$ cat config.mk
export PLATFORM = sky130hd
export DESIGN_NAME = pdf_string_escaper_top
export DESIGN_NICKNAME = d
export VERILOG_FILES = /design/src/pes_pkg.sv /design/src/pdf_string_escaper_top.sv
export SDC_FILE = /design/constraint.sdc
export NUM_CORES = 1
export LEC_CHECK = 0
export BUFFER_PORTS_ARGS = -buffer_cell sky130_fd_sc_hd__buf_2
export CORE_UTILIZATION = 42
export CTS_BUF_LIST = sky130_fd_sc_hd__clkbuf_8 sky130_fd_sc_hd__clkbuf_16
export DETAILED_ROUTE_END_ITERATION = 6
export GPL_ROUTABILITY_DRIVEN = 0
export GPL_TIMING_DRIVEN = 0
export SYNTH_ARGS = -nofsm -noshare
export SYNTH_HDL_FRONTEND = slang
export SYNTH_SLANG_ARGS = --single-unit
$ cat constraint.sdc
create_clock -name i_clk -period 3.8 [get_ports i_clk]
set_clock_uncertainty 0.1 [all_clocks]
set_input_delay 0 -clock i_clk [delete_from_list [all_inputs] [get_ports i_clk]]
set_output_delay 0 -clock i_clk [all_outputs]
set_load 0.01 [all_outputs]
$ cat src/pes_pkg.sv
// shared constants and helpers for the pdf string escaper
package pes_pkg;

    localparam int unsigned ByteW   = 8;
    localparam int unsigned RunMax  = 6;
    localparam int unsigned RunCntW = $clog2(RunMax + 1);
    localparam int unsigned RunIdxW = $clog2(RunMax);

    localparam logic [ByteW-1:0] ChLitOpen  = 8'h28;  // (
    localparam logic [ByteW-1:0] ChLitClose = 8'h29;  // )
    localparam logic [ByteW-1:0] ChHexOpen  = 8'h3c;  // <
    localparam logic [ByteW-1:0] ChHexClose = 8'h3e;  // >
    localparam logic [ByteW-1:0] ChBslash   = 8'h5c;  // backslash
    localparam logic [ByteW-1:0] ChZero     = 8'h30;  // 0
    localparam logic [ByteW-1:0] ChLowA     = 8'h61;  // a
    localparam logic [ByteW-1:0] PrintLo    = 8'd32;
    localparam logic [ByteW-1:0] PrintHi    = 8'd126;

    // one accepted input item plus the mode it is encoded under
    typedef struct packed {
        logic [ByteW-1:0] data;
        logic             first;
        logic             last;
        logic             empty;
        logic             hex;
    } t_item;

    // lower-case hex digit for one nibble
    function automatic logic [ByteW-1:0] hex_digit(input logic [3:0] nib);
        logic [ByteW-1:0] r;
        if (nib < 4'd10) begin
            r = ChZero + {4'd0, nib};
        end else begin
            r = ChLowA + {4'd0, nib - 4'd10};
        end
        return r;
    endfunction

    // octal digit character for three bits
    function automatic logic [ByteW-1:0] oct_digit(input logic [2:0] val);
        return ChZero + {5'd0, val};
    endfunction

endpackage

$ cat src/pdf_string_escaper_top.sv
// pdf string escaper: one raw byte in, its pdf string text out byte by byte
//
// Each input beat expands to between one and six output beats: an optional
// opening delimiter, the encoded byte (one char plain, two for a backslash
// prefix or a hex pair, four for an octal escape) and an optional closing
// delimiter. A beat can be taken every cycle while runs are one byte and the
// output is not stalled; a longer run holds the input until its last byte
// is taken, the port draining one byte per cycle while i_out_stall is low.
// A one-entry input register lets the next beat be taken while the current
// run drains. hex_mode is set by config and captured with each input beat.
module pdf_string_escaper_top (
    input  logic                      i_clk,
    input  logic                      i_rst_n,
    // configuration
    input  logic                      i_cfg_valid,
    output logic                      o_cfg_ready,
    input  logic                      i_hex_mode,
    // input channel
    input  logic                      i_in_valid,
    output logic                      o_in_stall,
    input  logic [pes_pkg::ByteW-1:0] i_data_byte,
    input  logic                      i_first_byte,
    input  logic                      i_last_byte,
    input  logic                      i_empty_string,
    // output channel
    output logic                      o_out_valid,
    input  logic                      i_out_stall,
    output logic [pes_pkg::ByteW-1:0] o_out_byte,
    output logic                      o_run_end,
    output logic                      o_string_end
);
    import pes_pkg::*;

    logic                r_hex;
    logic                r_in_valid;
    t_item               r_in;
    logic                r_out_valid;
    logic [ByteW-1:0]    r_run [RunMax];
    logic [RunCntW-1:0]  r_cnt;
    logic [RunIdxW-1:0]  r_idx;
    logic                r_close;

    logic [ByteW-1:0]    n_run [RunMax];
    logic [RunCntW-1:0]  n_cnt;
    logic                n_close;

    logic                in_fire;
    logic                out_fire;
    logic                out_last;
    logic                load_run;

    // config register, always ready
    assign o_cfg_ready = 1'b1;
    always_ff @(posedge i_clk) begin
        if (!i_rst_n) begin
            r_hex <= 1'b0;
        end else if (i_cfg_valid) begin
            r_hex <= i_hex_mode;
        end
    end

    // handshake control
    assign out_last = (r_idx == RunIdxW'(r_cnt - RunCntW'(1)));
    assign out_fire = r_out_valid && !i_out_stall;
    assign load_run = r_in_valid && (!r_out_valid || (out_fire && out_last));
    assign o_in_stall = r_in_valid && !load_run;
    assign in_fire = i_in_valid && !o_in_stall;

    // input register
    always_ff @(posedge i_clk) begin
        if (!i_rst_n) begin
            r_in_valid <= 1'b0;
        end else if (in_fire) begin
            r_in_valid <= 1'b1;
        end else if (load_run) begin
            r_in_valid <= 1'b0;
        end
    end

    always_ff @(posedge i_clk) begin
        if (in_fire) begin
            r_in.data  <= i_data_byte;
            r_in.first <= i_first_byte;
            r_in.last  <= i_last_byte;
            r_in.empty <= i_empty_string;
            r_in.hex   <= r_hex;
        end
    end

    // build the output run for the held item
    always_comb begin
        logic [ByteW-1:0]   opener;
        logic [ByteW-1:0]   closer;
        logic [RunCntW-1:0] k;
        opener = r_in.hex ? ChHexOpen : ChLitOpen;
        closer = r_in.hex ? ChHexClose : ChLitClose;
        k = '0;
        for (int i = 0; i < RunMax; i++) begin
            n_run[i] = '0;
        end
        n_close = 1'b0;
        if (r_in.empty) begin
            n_run[0] = opener;
            n_run[1] = closer;
            k = RunCntW'(2);
            n_close = 1'b1;
        end else begin
            if (r_in.first) begin
                n_run[k[RunIdxW-1:0]] = opener;
                k = k + RunCntW'(1);
            end
            if (r_in.hex) begin
                n_run[k[RunIdxW-1:0]] = hex_digit(r_in.data[7:4]);
                k = k + RunCntW'(1);
                n_run[k[RunIdxW-1:0]] = hex_digit(r_in.data[3:0]);
                k = k + RunCntW'(1);
            end else if (r_in.data < PrintLo || r_in.data > PrintHi) begin
                n_run[k[RunIdxW-1:0]] = ChBslash;
                k = k + RunCntW'(1);
                n_run[k[RunIdxW-1:0]] = oct_digit({1'b0, r_in.data[7:6]});
                k = k + RunCntW'(1);
                n_run[k[RunIdxW-1:0]] = oct_digit(r_in.data[5:3]);
                k = k + RunCntW'(1);
                n_run[k[RunIdxW-1:0]] = oct_digit(r_in.data[2:0]);
                k = k + RunCntW'(1);
            end else if (r_in.data == ChLitOpen || r_in.data == ChLitClose
                         || r_in.data == ChBslash) begin
                n_run[k[RunIdxW-1:0]] = ChBslash;
                k = k + RunCntW'(1);
                n_run[k[RunIdxW-1:0]] = r_in.data;
                k = k + RunCntW'(1);
            end else begin
                n_run[k[RunIdxW-1:0]] = r_in.data;
                k = k + RunCntW'(1);
            end
            if (r_in.last) begin
                n_run[k[RunIdxW-1:0]] = closer;
                k = k + RunCntW'(1);
                n_close = 1'b1;
            end
        end
        n_cnt = k;
    end

    // run buffer and read pointer
    always_ff @(posedge i_clk) begin
        if (!i_rst_n) begin
            r_out_valid <= 1'b0;
            r_idx       <= '0;
        end else if (load_run) begin
            r_out_valid <= 1'b1;
            r_idx       <= '0;
        end else if (out_fire) begin
            if (out_last) begin
                r_out_valid <= 1'b0;
                r_idx       <= '0;
            end else begin
                r_idx <= r_idx + RunIdxW'(1);
            end
        end
    end

    always_ff @(posedge i_clk) begin
        if (load_run) begin
            r_run   <= n_run;
            r_cnt   <= n_cnt;
            r_close <= n_close;
        end
    end

    // output beat
    assign o_out_valid  = r_out_valid;
    assign o_out_byte   = r_run[r_idx];
    assign o_run_end    = out_last;
    assign o_string_end = out_last && r_close;

endmodule

==> impl_results.md, run 1 <==
- Status: finished clean
- Synthesis Warnings: 0
- Peak VDD IR: 0.000212 V
- Yosys cell types: 64
- FP Rows: 34
- Layout cells sized above 1: 17.6%
- Hold path startpoint: i_out_stall
- Max-slew violation count: 0
- Initial core utilization: 43.6%
- DRC Markers: 0
- Post-Layout Cell Count: 541
- Synth-to-Final Area Change: 18.7%
- Worst-path cell chain: clkbuf_1 -> inv_1 -> ha_1 -> o21ai_0 -> nor4b_4 -> or2_0 -> buf_2 -> nor3_4 -> xnor2_1 -> ha_1 -> mux2i_1 -> nand2b_1
- Synth area leaders: edfxtp_1 44%, ha_1 4.6%, mux2i_1 3.7%, mux4_2 3.5%, dfxtp_1 3.1%
- Final worst path period share: 87.5%
- CP endpoint kind: flop
- Clock transition at the registers of the reported paths: 70 ps
- Total GRT Usage: 22.0%
- WL per Instance: 18.2 µm
- CTS tree: done
- Crit. Startpoint: r_in[5]
- Register area: 0.00180 mm²
- FFs w/ async S/R, synth: 0%
- Clock tree buffer depth: 2
- Synth Area per Inst: 10.4 µm²
- Seq/Total Area, Yosys: 47.1%
- Post-synth top area cell: edfxtp_1
- Seq cells post-synth: 62
- DRT Wirelength: 9840 µm
- Clock Sinks: 62
- Power Density: 391 mW/mm²
- Antenna cell count: 0
- Initial DRC count: 512
- Final setup viols: 0
- Vias/cell: 5.83
- First-pass GRT wire length: 16100 µm
- Post-detail-place hpwl: 6860 µm
- Net Sw Frac: 26.1%
- Layout net count: 459
- Area of the core: 0.00876 mm²
- Die area: 0.00949 mm²
- Setup ws final: 475 ps
- Post-synthesis cell area: 0.00382 mm²
- Synth top area share: 44.0%
- Max-cap check violation count: 0
- CP Launch Type: flop
- CTS Buf Count: 9
- Die width: 97.4 µm
- Grt total ovfl: 0
- Slowest-stage cell, CP: clkbuf_1
- Final Power: 1770 µW
- # fillers: 790
- Ys flop type: edfxtp_1
- DR pass1 iterations: 6
- Initial antenna violation count: 0
- R2R Path Start: r_in[5]
- Hold Crit Class: primary input to flop
- Worst-Margin Slew: 1010 ps
- Critical Path AT: 3330 ps
- Post-synth EDFFs: 56
- Clock Power Share: 37.3%
- NetSw: 463 µW
- Fin. Hold Viols: 0
- PortBufs: 28
- Max incr delay on CP: 440 ps
- Cells after DPL: 507
- Worst-skew pair later-pin latency: 350 ps
- CP dominant cell by count: ha_1
- Unrepaired setup endpoints after global routing: false
- Area of the multi-input gates: 0.00179 mm²
- F_max: 301 MHz
- Ports: 30
- Die Ht: 97.4 µm
- Comb power frac: 17.3%
- Post-DRT Antenna Nets: 0
- Leakage Power: 0.00175 µW
- DP Worst Slack: 513 ps
- Vias: 3155
- Root Buffer: clkbuf_8
- Setup TNS: 0 ps
- Sequential power share: 45.4%
- Critical path peak fanout: 10
- Mapped Cells: 367
- Largest net degree at the start of global routing: 44
- Min Tclk post-route: 3330 ps
- Via count of the first global-routing pass: 3109
- Max-Slew Margin vs Limit: 32.8%
- Critical path class: flop to flop
- CTS-repair resized insts: 0
- Internal power consumption: 1310 µW
- H-tree lvl count: 3
- WP data required: 3810 ps
[power groups by stage]
| stage | registers (µW) | logic, µW | clock network, µW |
|---|---|---|---|
| floorplan | 815 | 201 | 0 |
| global placement | 818 | 276 | 0 |
| detailed placement | 819 | 283 | 0 |
| CTS | 804 | 299 | 669 |
| global route | 808 | 335 | 703 |
| finish | 804 | 307 | 662 |
[cells in the mapped netlist, types with 3 or more instances]
master,count
ha_1,14
clkbuf_1,16
nand2b_1,5
nand2_1,25
buf_6,3
buf_2,6
mux2i_1,14
mux4_2,6
edfxtp_1,56
nand3_1,10
xnor2_1,6
nor2b_1,3
o21ai_0,22
or2_2,4
nor2_1,27
nor4_1,7
xor2_1,5
o22ai_1,9
nand4_1,4
inv_1,22
a21oi_1,23
and2_1,3
a31oi_1,7
a211oi_1,5
o21ai_1,3
nor3_1,6
dfxtp_1,6
buf_1,4
[state kept, by name, indices dropped and copies added, names as in the netlist]
register     flops
o_out_valid      1
r_in            12
r_hex            1
r_cnt            3
r_close          1
r_run           40
r_idx            3
r_in_valid       1
[layout make-up]
| class | count | share of cell area [%] |
|---|---|---|
| buffer | 32 | 3.50 |
| clock buffer | 11 | 3.34 |
| clock inverter | 5 | 1.65 |
| inverter | 23 | 1.90 |
| multi-input combinational | 253 | 39.4 |
| sequential | 62 | 39.7 |
| tap | 108 | 2.98 |
| timing repair buffer | 47 | 7.50 |
[placed cells by master (no fill, tap or decap), types with 7 or more instances in the layout]
cell type | synthesis | layout
edfxtp_1 | 56 | 56
buf_2 | 6 | 34
nor2_1 | 27 | 27
nand2_1 | 25 | 25
inv_1 | 22 | 24
a21oi_1 | 23 | 23
o21ai_0 | 22 | 22
dlygate4sd3_1 | 0 | 18
clkbuf_1 | 16 | 16
mux2i_1 | 14 | 14
ha_1 | 14 | 14
clkbuf_8 | 0 | 11
nand3_1 | 10 | 10
o22ai_1 | 9 | 9
a31oi_1 | 7 | 7
nor4_1 | 7 | 7
[metrics by stage]
stage / cell area [µm²] / hold slack (ps) / util (%)
2_1_floorplan: 3830 / -1.13 / -
4_1_cts: 4540 / 22.5 / 51.8
5_1_grt: 4540 / 69.0 / 51.8
3_5_place_dp: 4130 / 78.1 / 47.1
6_report: 4540 / 31.7 / 51.8
3_3_place_gp: 4110 / 77.4 / 46.9
[worst paths after layout]
path                            cells past startpoint       end  slack, ps
worst max-delay path                               12  r_cnt[1]        470
worst min-delay path                                4  r_idx[0]         30
worst max register to register                     12  r_cnt[1]        470
worst min register to register                      0   r_in[0]        380
[logic make-up (layout without fill, tap and decap cells)]
group / count (synthesis) / in the layout / synth area share, %
compound gates: 94 / 94 / 15.6
xor+xnor: 13 / 13 / 3.70
fa+ha+maj: 15 / 15 / 4.84
buf+inv: 55 / 118 / 6.41
flops: 62 / 62 / 47.1
mux: 20 / 20 / 7.20
other cells: 2 / 5 / 0.196
simple gates: 106 / 106 / 14.9
[what timing repair did]
| item | CTS | global route |
|---|---|---|
| setup buffers | 0 | 0 |
| hold buffers | 18 | 0 |
| endpoints found under the hold margin | 17 | 0 |
[worst max-delay path: cells and delay by family (launching register included)]
kind / cells / cell delay, ps
xor+xnor: 1 / 90
compound gates: 1 / 330
flops: 1 / 350
buf+inv: 3 / 880
mux: 1 / 130
fa+ha+maj: 2 / 600
simple gates: 4 / 600
[per-layer routing]
layer | global-route usage, % | share of wire [%]
met1 | 29.4 | 44
met3 | 5.32 | 7.2
met4 | 9.95 | 3.7
met5 | 0 | 0
met2 | 33.9 | 45
No activity file was read; power rests on OpenSTA's default activity.
==> run 2, diff against run 1 <==
--- a/config.mk
+++ b/config.mk
@@ -11,6 +11,7 @@
 export DETAILED_ROUTE_END_ITERATION = 6
 export GPL_ROUTABILITY_DRIVEN = 0
 export GPL_TIMING_DRIVEN = 0
+export MAX_ROUTING_LAYER = met4
 export SYNTH_ARGS = -nofsm -noshare
 export SYNTH_HDL_FRONTEND = slang
 export SYNTH_SLANG_ARGS = --single-unit
==> run 2 against run 1 <==
- sequential cell count unchanged
- first-iteration DRC count up 8.2%
- critical path type unchanged
- cell count unchanged
- hold slack better by 1.5 ps
- worst setup slack better by 30 ps
- clock power about the same
- cell area unchanged
- via count about the same
==> impl_results.md, run 2 (synthesis results as in run 1) <==
- Status: finished clean
- Leakage Power: 0.00175 µW (unchanged)
- Max-cap check violation count: 0 (unchanged)
- Post-CTS setup buffer count: 0 (unchanged)
- Max-slew violation count: 0 (unchanged)
- Peak VDD IR: 0.000212 V (-0.21%)
- Initial antenna violation count: 0 (unchanged)
- H-tree lvl count: 3 (unchanged)
- Final setup viols: 0 (unchanged)
- Setup TNS: 0 ps (unchanged)
- Layout cells sized above 1: 17.6% (unchanged)
- Die area: 0.00949 mm² (unchanged)
- Synth-to-Final Area Change: 18.7% (unchanged)
- Initial core utilization: 43.6% (unchanged)
- DP Area: 0.00413 mm² (unchanged)
- F_max: 303 MHz (+0.90%)
- Unrepaired setup endpoints after global routing: false
- PortBufs: 28 (unchanged)
- FP Rows: 34 (unchanged)
- Slowest-stage cell, CP: clkbuf_1
- Fin Hold WS: 33.3 ps (+1.54 ps)
- Worst-path cell chain: clkbuf_1 -> inv_1 -> ha_1 -> o21ai_0 -> nor4b_4 -> or2_0 -> buf_2 -> nor3_4 -> xnor2_1 -> ha_1 -> mux2i_1 -> nand2b_1
- Power Density: 390 mW/mm² (about the same)
- Post-DRT Antenna Nets: 0 (unchanged)
- CTS-repair resized insts: 0 (unchanged)
- Final core utilization: 51.8% (unchanged)
- CTS tree: done
- WL per Instance: 18.0 µm (-0.97%)
- Worst-skew pair later-pin latency: 350 ps (about the same)
- Via count of the first global-routing pass: 3115 (+0.19%)
- Ports: 30 (unchanged)
- Largest net degree at the start of global routing: 44 (unchanged)
- Commonest non-fill, non-tap cell in the layout: edfxtp_1
- Biggest regs: r_run (40), r_in (12)
- Clock Sinks: 62 (unchanged)
- DR pass1 iterations: 6 (unchanged)
- DRC Markers: 0 (unchanged)
- CP endpoint kind: flop
- Final worst path period share: 86.7% (-0.78 points)
- Layout net count: 459 (unchanged)
- CP Launch Type: flop
- Area of the core: 0.00876 mm² (unchanged)
- DP Worst Slack: 513 ps (unchanged)
- Antenna cell count: 0 (unchanged)
- Initial DRC count: 554 (+8.2%)
- Setup ws final: 504 ps (+29.7 ps)
- Fin. Hold Viols: 0 (unchanged)
- First-pass GRT wire length: 16100 µm (-0.13%)
- Commonest cells after routing, fill and taps aside: 56 x edfxtp_1, 34 x buf_2, 27 x nor2_1
- Min Tclk post-route: 3300 ps (-29.7 ps)
- Max incr delay on CP: 420 ps (-20 ps)
- Die Ht: 97.4 µm (unchanged)
- Clock tree buffer depth: 2 (unchanged)
- Vias/cell: 5.83 (about the same)
- Biggest register: r_run
- Total GRT Usage: 22.6% (+0.64 points)
- Clock transition at the registers of the reported paths: 70 ps (about the same)
- Critical Path AT: 3300 ps (-30 ps)
- Critical path class: flop to flop
- Critical path peak fanout: 10 (unchanged)
- Post-detail-place hpwl: 6860 µm (unchanged)
- Hold Crit Class: primary input to flop
- DRT Wirelength: 9740 µm (-0.97%)
- Root Buffer: clkbuf_8
- Post-layout instance area: 0.00454 mm² (unchanged)
- Grt total ovfl: 0 (unchanged)
- Vias: 3152 (-0.095%)
- CTS Buf Count: 9 (unchanged)
- Number of flip-flops in the largest register: 40 (unchanged)
- Die width: 97.4 µm (unchanged)
- WP data required: 3800 ps (about the same)
- Worst-Margin Slew: 1010 ps (+1.77 ps)
- CP dominant cell by count: ha_1
- Cts hold-fix bufs: 18 (unchanged)
- Max-Slew Margin vs Limit: 32.7% (-0.12 points)
-- run 2: final timing paths --
| kind | start | to | slack [ps] | cells after the start |
|---|---|---|---|---|
| setup / recovery | r_in[5] | r_cnt[1] | 500 | 12 |
| hold reg to reg | r_hex | r_in[0] | 380 | 0 |
| setup reg to reg | r_in[5] | r_cnt[1] | 500 | 12 |
| hold / removal | i_out_stall | r_idx[0] | 30 | 4 |
-- run 2: layer usage --
layer,GRT usage (%),share of wire [%],vias up
met2,33.9,46,176
met5,-,0,-
met3,5.97,7.1,30
met1,29.2,44,1469
li1,-,-,1477
met4,9.28,3.1,0
-- run 2: cell type report --
cell class | instances | area, µm²
clock inverters | 5 | 75.1
multi-input cells | 253 | 1790
repair buffers | 47 | 340
fillers | 790 | 4230
clock buffers | 11 | 151
flip-flops and latches | 62 | 1800
inverters | 23 | 86.3
well taps | 108 | 135
plain buffers | 32 | 159
-- run 2: power breakdown --
| part | internal, µW | switching, µW |
|---|---|---|
| logic | 121 | 184 |
| clock network | 400 | 261 |
| registers | 788 | 15.5 |
| total | 1310 | 461 |
-- run 2: worst max-delay path, delay by kind of cell (launching register included) --
family,cells,cell delay [ps]
compound gates,1,330
xor+xnor,1,90
fa+ha+maj,2,600
simple gates,4,600
buf+inv,3,850
flops,1,350
mux,1,130
-- run 2: metrics by stage --
stage / total power (µW) / instances
detailed placement: 1100 / 507
finish: 1770 / 541
CTS: 1770 / 541
global route: 1850 / 541
floorplan: 1020 / 370
global placement: 1090 / 506
